--- config.mk ---
export PLATFORM = sky130hd
export DESIGN_NAME = spwq_front
export DESIGN_NICKNAME = d
export VERILOG_FILES = /design/src/design/spwq_pkg.sv /design/src/design/spwq_front.sv
export SDC_FILE = /design/constraint.sdc
export NUM_CORES = 1
export LEC_CHECK = 0
export ABC_AREA = 1
export CAP_MARGIN = 20
export CORE_ASPECT_RATIO = 1.4
export CORE_MARGIN = 2
export CORE_UTILIZATION = 50
export CTS_CLUSTER_DIAMETER = 40
export DETAILED_ROUTE_END_ITERATION = 8
export DONT_BUFFER_PORTS = 1
export PLACE_DENSITY = 0.75
export SLEW_MARGIN = 20
export SYNTH_ARGS = -nofsm -noshare
export SYNTH_HDL_FRONTEND = slang
export SYNTH_SLANG_ARGS = --single-unit
--- constraint.sdc ---
create_clock -name clk -period 1.6 [get_ports clk]
set_input_delay 0.08 -clock clk [delete_from_list [all_inputs] [get_ports clk]]
set_output_delay 0.08 -clock clk [all_outputs]
set_load 0.02 [all_outputs]
--- src/design/spwq_pkg.sv ---
// ============================================================================
// spwq_pkg
// Shared types and codes for the staged priority work queue.
// ============================================================================
package spwq_pkg;

    localparam int unsigned CMD_W   = 3;
    localparam int unsigned ID_W    = 6;
    localparam int unsigned PRIO_W  = 3;
    localparam int unsigned STAGE_W = 3;
    localparam int unsigned STAT_W  = 3;
    localparam int unsigned CNT_W   = 7;

    localparam logic [CMD_W-1:0] CMD_APPEND = 3'd0;
    localparam logic [CMD_W-1:0] CMD_HEAD   = 3'd1;
    localparam logic [CMD_W-1:0] CMD_NEXT   = 3'd2;
    localparam logic [CMD_W-1:0] CMD_ADD    = 3'd3;
    localparam logic [CMD_W-1:0] CMD_REMOVE = 3'd4;
    localparam logic [CMD_W-1:0] CMD_QUERY  = 3'd5;
    localparam logic [CMD_W-1:0] CMD_CLEAR  = 3'd6;

    localparam logic [STAT_W-1:0] ST_OK        = 3'd0;
    localparam logic [STAT_W-1:0] ST_NOT_FOUND = 3'd1;
    localparam logic [STAT_W-1:0] ST_FULL      = 3'd2;
    localparam logic [STAT_W-1:0] ST_SLOT_BUSY = 3'd3;
    localparam logic [STAT_W-1:0] ST_LIST_FULL = 3'd4;

    typedef struct packed {
        logic [CMD_W-1:0]   cmd;
        logic [ID_W-1:0]    entry_id;
        logic [PRIO_W-1:0]  prio;
        logic [STAGE_W-1:0] stage_code;
        logic               unique_only;
    } cmd_t;

    typedef struct packed {
        logic [ID_W-1:0]    out_id;
        logic [STAT_W-1:0]  status;
        logic [STAGE_W-1:0] current_stage;
        logic               still_active;
        logic [CNT_W-1:0]   stage_count;
    } result_t;

endpackage

--- src/design/spwq_front.sv ---
// ============================================================================
// spwq_front
// Command intake: holds a short queue of accepted commands for the engine.
// ============================================================================
module spwq_front
(
    input  logic            clk,
    input  logic            rst_n,
    input  logic            push,
    input  spwq_pkg::cmd_t  push_cmd,
    input  logic            pop,
    output logic            avail,
    output logic            full,
    output spwq_pkg::cmd_t  head_cmd
);

    spwq_pkg::cmd_t q_reg [2];
    logic [1:0] cnt_reg;
    logic       rd_reg;
    logic       wr_reg;

    assign avail    = cnt_reg != 2'd0;
    assign full     = cnt_reg == 2'd2;
    assign head_cmd = q_reg[rd_reg];

    always_ff @(posedge clk or negedge rst_n)
    begin
        if (!rst_n)
        begin
            cnt_reg <= 2'd0;
            rd_reg  <= 1'b0;
            wr_reg  <= 1'b0;
        end
        else
        begin
            if (push)
                wr_reg <= ~wr_reg;
            if (pop)
                rd_reg <= ~rd_reg;
            cnt_reg <= cnt_reg + {1'b0, push} - {1'b0, pop};
        end
    end

    always_ff @(posedge clk)
    begin
        if (push)
            q_reg[wr_reg] <= push_cmd;
    end

endmodule

## After elaboration in Yosys (flattened, before gate mapping)

Memory sizes are Yosys's and may differ from the RTL's.
Cells that the tools add are included.

| cells by class | value |
|---|---|
| bitwise gates (word level) | 2 |
| add/subtract/negate cells | 2 |
| reductions and logical operators | 1 |
| multiplexer cells | 2 |
| eq/ne operators | 1 |

Operator list:

| kind | count |
|---|---|
| adder 2 x 1 -> 2 bit | 1 |
| == test 2 bit (second input constant) | 1 |
| two-way mux 1 bit | 2 |
| NOT 1 bit | 2 |
| nonzero test 2 bit | 1 |
| subtractor 2 x 1 -> 2 bit | 1 |

| word-level totals | value |
|---|---|
| logic and storage cells | 12 |
| flip-flop bits (word level) | 4 |
| output and inout port bits | 18 |
| input bits | 20 |
| memories kept | 1 |
| RAM bits | 32 |

Memory list:

| name | words | width | rd ports | clocked after memory_dff | wr ports | line | text |
|---|---|---|---|---|---|---|---|
| q_reg | 2 | 16 | 1 | 0 | 1 | spwq_front.sv:17 | `spwq_pkg::cmd_t q_reg [2];` |

## Depth between registers and ports, before layout

Gate-level depths: netlist of run 1.

| logic depth | value |
|---|---|
| depth in word-level cells | 2 |
| depth in mapped cells | 7 |
| depth with buffers taken out | 7 |

## Worst setup path after synthesis of run 1

OpenSTA, ideal clock, no wires.

| timing | value |
|---|---|
| kind | register to register |
| start | reg wr_reg |
| end | mem q_reg[0][0] in the netlist's numbering, enable pin |
| path buffers | 0 |
| period minus slack after synthesis | 1.492 ns |
| required time | 1.211 ns |
| cell stages (with the launch flop) | 2 |
| arrival | 1.104 ns |
| setup time | 0.389 ns |
| slack | 0.108 ns |
| path through | dfrtp_1 nor2_1 |

RTL lines:

| what | line | text |
|---|---|---|
| start, declared | spwq_front.sv:20 | `logic wr_reg;` |
| start signal, assigned | spwq_front.sv:37 | `wr_reg <= ~wr_reg;` |
| end, declared | spwq_front.sv:17 |  |

No word-level cell before the write port.

==> results.cfg, run 1 <==
[clock_tree]
cts_root_buffer = clkbuf_8
path_clk_slew_ns = 0.07
clk_path_buf_depth = 2
cts_resized = 0
insertion_delay_ns = 0.28
cts_max_level = 2
cts_tree = yes
cts.sinks = 36
cts_inserted_buffers = 5

[global_routing]
grt_antenna_before_repair = 0
grt_pass1_wl_um = 3539
grt_max_degree = 13
globalRouteTotalUtil_pct = 14.39
grt_pass1_vias = 810
overflow = 0

[timing]
clock_skew_ns = 0.008141
post-route-period-util_pct = 91.10
fmax_mhz = 686.1
setup_violations = 0
hold_viol_final = 0
rsz0062_at_grt = false
slew_viol_final = 0
period_minus_slack_ns = 1.458
slew-limit-headroom_pct = 74.21
tightest_slew_ns = 0.3869
tns_ns = 0

[power_and_ir_drop]
swShare_pct = 37.67
p_per_area_nw_per_um2 = 1685
leakage_nw = 0.7591
vdd_drop_max_mv = 1.109
finalPower_mw = 3.043
pwr-share-clk_pct = 19.8
cell_internal_pwr_mw = 1.897
share_comb_of_total_power_pct = 35.4
seq_power_share_pct = 44.8
p_switching_mw = 1.146

[route]
met3_length_um = 95
drtAntennaViolNets = 0
routedWlPerCell_um = 12.13
first_pass_iters = 2
met1_length_um = 899
wl_met2_um = 1133
routed_wl_um = 2147
dr_total_vias = 808
drc = 0
vias_per_cell = 4.565
highest_layer = met4
drtIter0Drc = 20

[die]
die_width_um = 50.04
rows = 23
core_sq_um = 2849
dieArea_sq_um = 3426
die_h_um = 68.46
start_util_pct = 52.09
io_pins = 38

[synthesis]
netlist_area_sq_um = 1484
synth_compound_area_share_pct = 8.938
synth_nets = 131
synth-xor-area-share_pct = 1.180
syn_inst = 109
synth-adder-area-share_pct = 1.686
syn_avg_cell_area_sq_um = 13.61
yosysWarnings = 0
synthSimpleGateAreaFrac_pct = 6.661
yosys.area.top_type = edfxtp_1
synth.distinct_cells = 12
synth_top_area_share_pct = 64.76
yosysSeqAreaShare_pct = 71.50
ys_ff_latch = 36
synth_mux_area_share_pct = 0
synth_top_cells_by_area = edfxtp_1 65%, o21ai_2 8.3%, dfrtp_1 6.7%
synth_top_family_by_area = buffers and inverters

[critical_path]
crit_required_ns = 1.52
rr_startpoint = cnt_reg[0]
worstPathArrival_ns = 1.38
regToRegSetupSlack_ns = 0.43
r2r_cells = 7
cp-end-kind = primary output
r2r-end = cnt_reg[1]
path_class = flop to primary output
crit_path_start_kind = flop
crit_fanout = 12

[cells_and_area]
areaGrowthSynthToFinish_pct = 21.67
drive_gt1_share_pct = 21.43
fin_area_sq_um = 1805
final-seq-area_sq_um = 1061
fillers = 219
antenna_cells = 0
multi_input_area_sq_um = 274.0
nets = 161
largest_reg_flops = 32

[place]
gp_congestion = 0.5969
placed_cell_area_sq_um = 1528
port_buffers = 0
place_hpwl_um = 1437

[run_status]
status = finished, final reports clean

[hold_path]
hp-class = input port to asynchronous set/reset pin

[flow_run]
drv_cap = 0
## layout by cell type (no fill, tap or decap)
cell / synthesis / routed
xor2_1: 2 / 2
buf_4: 0 / 8
dfrtp_1: 4 / 4
inv_1: 23 / 23
nand3_1: 1 / 1
clkinv_2: 0 / 2
nand2_1: 23 / 23
clkinv_4: 0 / 1
o21ai_0: 2 / 2
nor2_1: 2 / 2
edfxtp_1: 32 / 32
dlygate4sd3_1: 0 / 19
clkbuf_8: 0 / 5
ha_1: 2 / 2
o21ai_2: 14 / 14
## worst max path at each step
stage	from	end	cells after the start	slack (ns)
final	rd_reg	head_cmd[0]	4	0.14
after CTS	rd_reg	head_cmd[0]	4	0.11
after global placement	rd_reg	head_cmd[0]	4	0.44
after detailed placement	rd_reg	head_cmd[0]	4	0.40
after floorplan	wr_reg	q_reg[0][0]	1	0.11
after global routing	rd_reg	head_cmd[0]	4	0.02
## per-stage QoR
step,util [%],std cells,setup WS [ns],hold slack [ns]
4_1_cts,63.37,177,0.1055,0.06366
2_1_floorplan,-,109,0.1075,-0.2156
3_5_place_dp,53.62,150,0.4032,-0.2155
6_report,63.37,177,0.1425,0.06676
5_1_grt,63.37,177,0.02440,0.06775
3_3_place_gp,53.62,150,0.4426,-0.2155
## cells in the mapped netlist
| library cell | count |
|---|---|
| edfxtp_1 | 32 |
| inv_1 | 23 |
| nand2_1 | 23 |
| o21ai_2 | 14 |
| dfrtp_1 | 4 |
| buf_12 | 2 |
| buf_6 | 2 |
| ha_1 | 2 |
| nor2_1 | 2 |
| o21ai_0 | 2 |
| xor2_1 | 2 |
| nand3_1 | 1 |
## power groups by stage
stage / sequential [mW] / combinational [mW] / clock, mW
after floorplan: 1.33 / 1.02 / 0
after global placement: 1.37 / 1.02 / 0
after detailed placement: 1.39 / 1.05 / 0
after CTS: 1.36 / 1.10 / 0.619
after global routing: 1.39 / 1.19 / 0.661
final: 1.36 / 1.08 / 0.602
## per-layer routing
metal  vias to the layer above  GRT usage, %
li1                        414             -
met1                       368         15.78
met2                        24         25.66
met3                         2         4.367
met4                         0         6.250
met5                         -             0
## kinds of logic after synthesis
logic type               Yosys count
AO/OA/AOI/OAI                     16
XOR/XNOR                           2
adder cells (fa/ha/maj)            2
buffers and inverters             27
flip-flops                        36
AND/OR/NAND/NOR                   26
## area by class of cell
cell class	count	area share (%)
Clock inverter	3	1.040
Tap cell	37	2.564
Inverter	23	4.782
Clock buffer	5	3.812
Sequential cell	36	58.77
Multi-Input combinational cell	46	15.18
Timing Repair Buffer	27	13.86
## timing repair
action,CTS,global route
endpoints found under the hold margin,39,0
hold buffers,19,0
setup buffers,0,0
## worst max-delay path, stage by stage, from the launching register on
cell     delay (ns)
dfrtp_1        0.57
buf_4          0.23
nand2_1        0.06
o21ai_0        0.07
buf_4          0.17
No activity file was read; power rests on OpenSTA's default activity.
==> run 2: changes to the inputs <==
--- a/config.mk
+++ b/config.mk
@@ -13,7 +13,7 @@
 export CTS_CLUSTER_DIAMETER = 40
 export DETAILED_ROUTE_END_ITERATION = 8
 export DONT_BUFFER_PORTS = 1
-export PLACE_DENSITY = 0.75
+export PLACE_DENSITY = 0.72
 export SLEW_MARGIN = 20
 export SYNTH_ARGS = -nofsm -noshare
 export SYNTH_HDL_FRONTEND = slang
==> constraint.sdc (replaced) <==
create_clock -name clk -period 1.5 [get_ports clk]
set_input_delay 0.075 -clock clk [delete_from_list [all_inputs] [get_ports clk]]
set_output_delay 0.075 -clock clk [all_outputs]
set_load 0.02 [all_outputs]
==> run 2 against run 1 <==
Compared with the run above: core utilization decreased by 0.35 points; setup slack better by 0.0090 ns; global-route usage is 1.7 points higher; sequential cell count unchanged; via count rose by 2.4%; design area decreased by 0.55%; register-to-register slack worse by 0.07 ns; largest power group unchanged; wire length increased by 11%; die area did not move; first-iteration DRC count up 15%.
==> results.cfg, run 2 (synthesis gave the netlist of run 1 again) <==
[run_status]
status = finished, final reports clean

[timing]
post-route-period-util_pct = 89.90
tightest_slew_ns = 0.3861
tns_ns = 0
period_minus_slack_ns = 1.349
hold_viol_final = 0
whs_ns = 0.02571
fmax_mhz = 741.5
slew_viol_final = 0
clock_skew_ns = 0.005262
rsz0062_at_grt = false
setup_violations = 0
slew-limit-headroom_pct = 74.17

[cells_and_area]
fillers = 213
final_common_cell = edfxtp_1
instances_no_fill = 175
final_cell_mix = 32 x edfxtp_1, 23 x inv_1, 23 x nand2_1, 19 x dlygate4sd3_1, 14 x o21ai_2
antenna_cells = 0
nets = 159
drive_gt1_share_pct = 18.12
fin_area_sq_um = 1795
largest_reg_flops = 32
areaGrowthSynthToFinish_pct = 20.99

[route]
dr_total_vias = 827
routed_wl_um = 2388
routedWlPerCell_um = 13.65
drtIter0Drc = 23
drc = 0
vias_per_cell = 4.726
drtAntennaViolNets = 0
first_pass_iters = 3

[die]
die_width_um = 50.04
dieArea_sq_um = 3426
io_pins = 38
die_h_um = 68.46
core_sq_um = 2849
start_util_pct = 52.09
rows = 23

[place]
port_buffers = 0
gp_congestion = 0.5886
place_hpwl_um = 1514
placed_cell_area_sq_um = 1525
dp_cells = 148

[critical_path]
crit_path_start_kind = flop
worstPathArrival_ns = 1.27
crit_fanout = 31
path_class = flop to primary output
regToRegSetupSlack_ns = 0.36
cp-end-kind = primary output
crit_required_ns = 1.42

[global_routing]
overflow = 0
grt_pass1_wl_um = 3650
globalRouteTotalUtil_pct = 16.06
grt_pass1_vias = 803
grt_use_met1_pct = 14.43
grt_max_degree = 32
grt_antenna_before_repair = 0
use_met3_pct = 7.424
grt_use_met2_pct = 28.62
busiest_layer = met2

[clock_tree]
cts.sinks = 36
cts_inserted_buffers = 5
insertion_delay_ns = 0.29
cts_max_level = 2
path_clk_slew_ns = 0.06
cts_tree = yes
cts_root_buffer = clkbuf_8
clk_path_buf_depth = 2

[power_and_ir_drop]
finalPower_mw = 3.254
p_per_area_nw_per_um2 = 1813
leakage_nw = 0.7461
vdd_drop_max_mv = 1.208

[flow_run]
drv_cap = 0

[hold_path]
hp-class = input port to flop
-- run 2: worst paths after layout --
path                                 start            to  cells past startpoint
worst max register to register  cnt_reg[0]    cnt_reg[1]                      6
min in group asynchronous            rst_n        wr_reg                      1
max in group asynchronous            rst_n    cnt_reg[1]                      1
worst min register to register      wr_reg        wr_reg                      1
worst max-delay path                rd_reg  head_cmd[15]                      4
worst min-delay path                  push  q_reg[1][15]                      2
-- run 2: worst max-delay path, cell delays in order (launching register included) --
cell and delay (ns):
dfrtp_1 0.42, buf_12 0.23, nand2_1 0.06, o21ai_0 0.10, buf_4 0.18
-- run 2: final cells by class --
type / count / area [sq um] / share of cell area (%)
Sequential cell: 36 / 1061 / 59.09
Multi-Input combinational cell: 46 / 274.0 / 15.26
Timing Repair Buffer: 25 / 247.7 / 13.80
Inverter: 23 / 86.33 / 4.808
Clock buffer: 7 / 76.32 / 4.251
Tap cell: 37 / 46.29 / 2.578
Clock inverter: 1 / 3.754 / 0.2091
-- run 2: through the flow --
stage / worst slack, ns / util (%)
3_3_place_gp: 0.4275 / 53.54
4_1_cts: 0.1550 / 63.02
2_1_floorplan: 0.007514 / -
3_5_place_dp: 0.3756 / 53.54
5_1_grt: 0.03787 / 63.02
6_report: 0.1515 / 63.02
-- run 2: power by group --
group / internal [mW] / leakage, nW / switching, mW
sequential: 1.35 / 0.347 / 0.0884
combinational: 0.360 / 0.359 / 0.835
clock: 0.322 / 0.0399 / 0.303
total: 2.03 / 0.746 / 1.23
-- run 2: timing repair --
action                    CTS  global route
buffers inserted            0             0
hold buffers               19             0
hold endpoints to repair   39             0
gates resized for setup     0             0
-- run 2: metal layers --
| metal | vias up | share of wire [%] |
|---|---|---|
| met5 | - | 0 |
| met4 | 0 | 2.7 |
| met3 | 6 | 6.2 |
| met2 | 26 | 54 |
| met1 | 382 | 37 |
| li1 | 413 | - |
==> run 3: changes to the inputs <==
--- a/config.mk
+++ b/config.mk
@@ -10,7 +10,8 @@
 export CORE_ASPECT_RATIO = 1.4
 export CORE_MARGIN = 2
 export CORE_UTILIZATION = 50
-export CTS_CLUSTER_DIAMETER = 40
+export CTS_BUF_LIST = sky130_fd_sc_hd__clkbuf_8 sky130_fd_sc_hd__clkbuf_16
+export CTS_CLUSTER_DIAMETER = 30
 export DETAILED_ROUTE_END_ITERATION = 8
 export DONT_BUFFER_PORTS = 1
 export PLACE_DENSITY = 0.72
==> run 3 against run 2 <==
Compared with the run above: die area is the same; design area did not move; clock power shrank 2%; count of clock-buffer cells in the layout is 2 lower; global-route usage stayed put; critical endpoint unchanged; register-to-register slack about the same; sequential cell count unchanged; sequential power about the same; core utilization stayed put.
==> results.cfg, run 3 (synthesis gave the netlist of run 1 again) <==
[cells_and_area]
fillers = 213
antenna_cells = 0
drive_gt1_share_pct = 18.12
multi_input_area_sq_um = 274.0
final_cell_mix = 32 x edfxtp_1, 25 x inv_1, 23 x nand2_1, 19 x dlygate4sd3_1, 14 x o21ai_2
instances_no_fill = 175
areaGrowthSynthToFinish_pct = 20.99
fin_area_sq_um = 1795
nets = 159
final_common_cell = edfxtp_1
final_core_utilization_pct = 63.02
final-seq-area_sq_um = 1061
largest_reg_flops = 32

[route]
dr_total_vias = 826
drtIter0Drc = 28
vias_per_cell = 4.720
first_pass_iters = 3
drc = 0
routed_wl_um = 2379
drtAntennaViolNets = 0
routedWlPerCell_um = 13.59

[clock_tree]
clk_path_buf_depth = 2
cts-hold-fix-buffers = 19
insertion_delay_ns = 0.28
cts_inserted_buffers = 5
cts.sinks = 36
cts_max_level = 2
postCtsSetupBuffers = 0
cts_root_buffer = clkbuf_8
cts_tree = yes
cts_resized = 0
path_clk_slew_ns = 0.06

[global_routing]
grt_max_degree = 32
use_met3_pct = 7.424
globalRouteTotalUtil_pct = 16.06
grt_antenna_before_repair = 0
grt_pass1_wl_um = 3650
overflow = 0
grt_use_met1_pct = 14.43
grt_pass1_vias = 803
busiest_layer = met2
grt_use_met2_pct = 28.62

[power_and_ir_drop]
vdd_drop_max_mv = 1.207
share_comb_of_total_power_pct = 36.9
pwr-share-clk_pct = 18.9
seq_power_share_pct = 44.3
p_switching_mw = 1.227
finalPower_mw = 3.241
p_per_area_nw_per_um2 = 1805
cell_internal_pwr_mw = 2.014
leakage_nw = 0.7544
swShare_pct = 37.85

[place]
port_buffers = 0
dp_cells = 148
placed_cell_area_sq_um = 1525
place_ws_ns = 0.3756
place_hpwl_um = 1514
gp_congestion = 0.5886

[timing]
tns_ns = 0
setup_violations = 0
whs_ns = 0.02728
post-route-period-util_pct = 90.54
slew-limit-headroom_pct = 74.17
hold_viol_final = 0
clock_skew_ns = 0.005552
period_minus_slack_ns = 1.358
slew_viol_final = 0
fmax_mhz = 736.3
rsz0062_at_grt = false
tightest_slew_ns = 0.3861
setup_slack_ns = 0.1419

[die]
io_pins = 38
die_width_um = 50.04
start_util_pct = 52.09
rows = 23
die_h_um = 68.46
dieArea_sq_um = 3426
core_sq_um = 2849

[critical_path]
crit_path_start_kind = flop
cp-end-kind = primary output
cp_slowest_cell = dfrtp_1
worst-path-buf-inv = 2
crit_fanout = 31
crit_required_ns = 1.42
slowest_delay_ns = 0.42
cp_top_family = buffers and inverters
worstPathArrival_ns = 1.28
path_class = flop to primary output
path_cells = buf_12, nand2_1, o21ai_0, buf_4

[run_status]
status = finished, final reports clean

[flow_run]
drv_cap = 0

[hold_path]
hp-class = input port to flop
-- run 3: final cells by class --
cell class	instances	area share [%]
Multi-Input combinational cell	46	15.26
Clock inverter	3	0.6272
Tap cell	37	2.578
Clock buffer	5	3.833
Inverter	23	4.808
Timing Repair Buffer	25	13.80
Sequential cell	36	59.09
-- run 3: worst paths after layout --
check	from	end	slack, ns	depth (start not counted)
min reg2reg	wr_reg	wr_reg	0.52	1
max reg2reg	cnt_reg[0]	cnt_reg[1]	0.36	6
max	rd_reg	head_cmd[15]	0.14	4
min	push	q_reg[1][15]	0.03	2
min in group asynchronous	rst_n	wr_reg	0.05	1
max in group asynchronous	rst_n	cnt_reg[1]	1.28	1
-- run 3: metal layers --
metal | up-vias | part of all wire [%]
met4 | 0 | 2.6
met1 | 382 | 36
met2 | 26 | 55
li1 | 412 | -
met3 | 6 | 6.3
met5 | - | 0
-- run 3: power groups by stage --
stage | clock network (mW) | registers [mW] | logic, mW
finish | 0.612 | 1.43 | 1.19
global route | 0.671 | 1.45 | 1.30
CTS | 0.633 | 1.43 | 1.22
detailed placement | 0 | 1.45 | 1.16
global placement | 0 | 1.44 | 1.12
floorplan | 0 | 1.42 | 1.09
-- run 3: worst register-to-register path, delay by kind of cell (launching register included) --
kind | cells | cell delay (ns)
adder cells (fa/ha/maj) | 2 | 0.45
flip-flops | 1 | 0.35
AND/OR/NAND/NOR | 2 | 0.13
buffers and inverters | 2 | 0.10
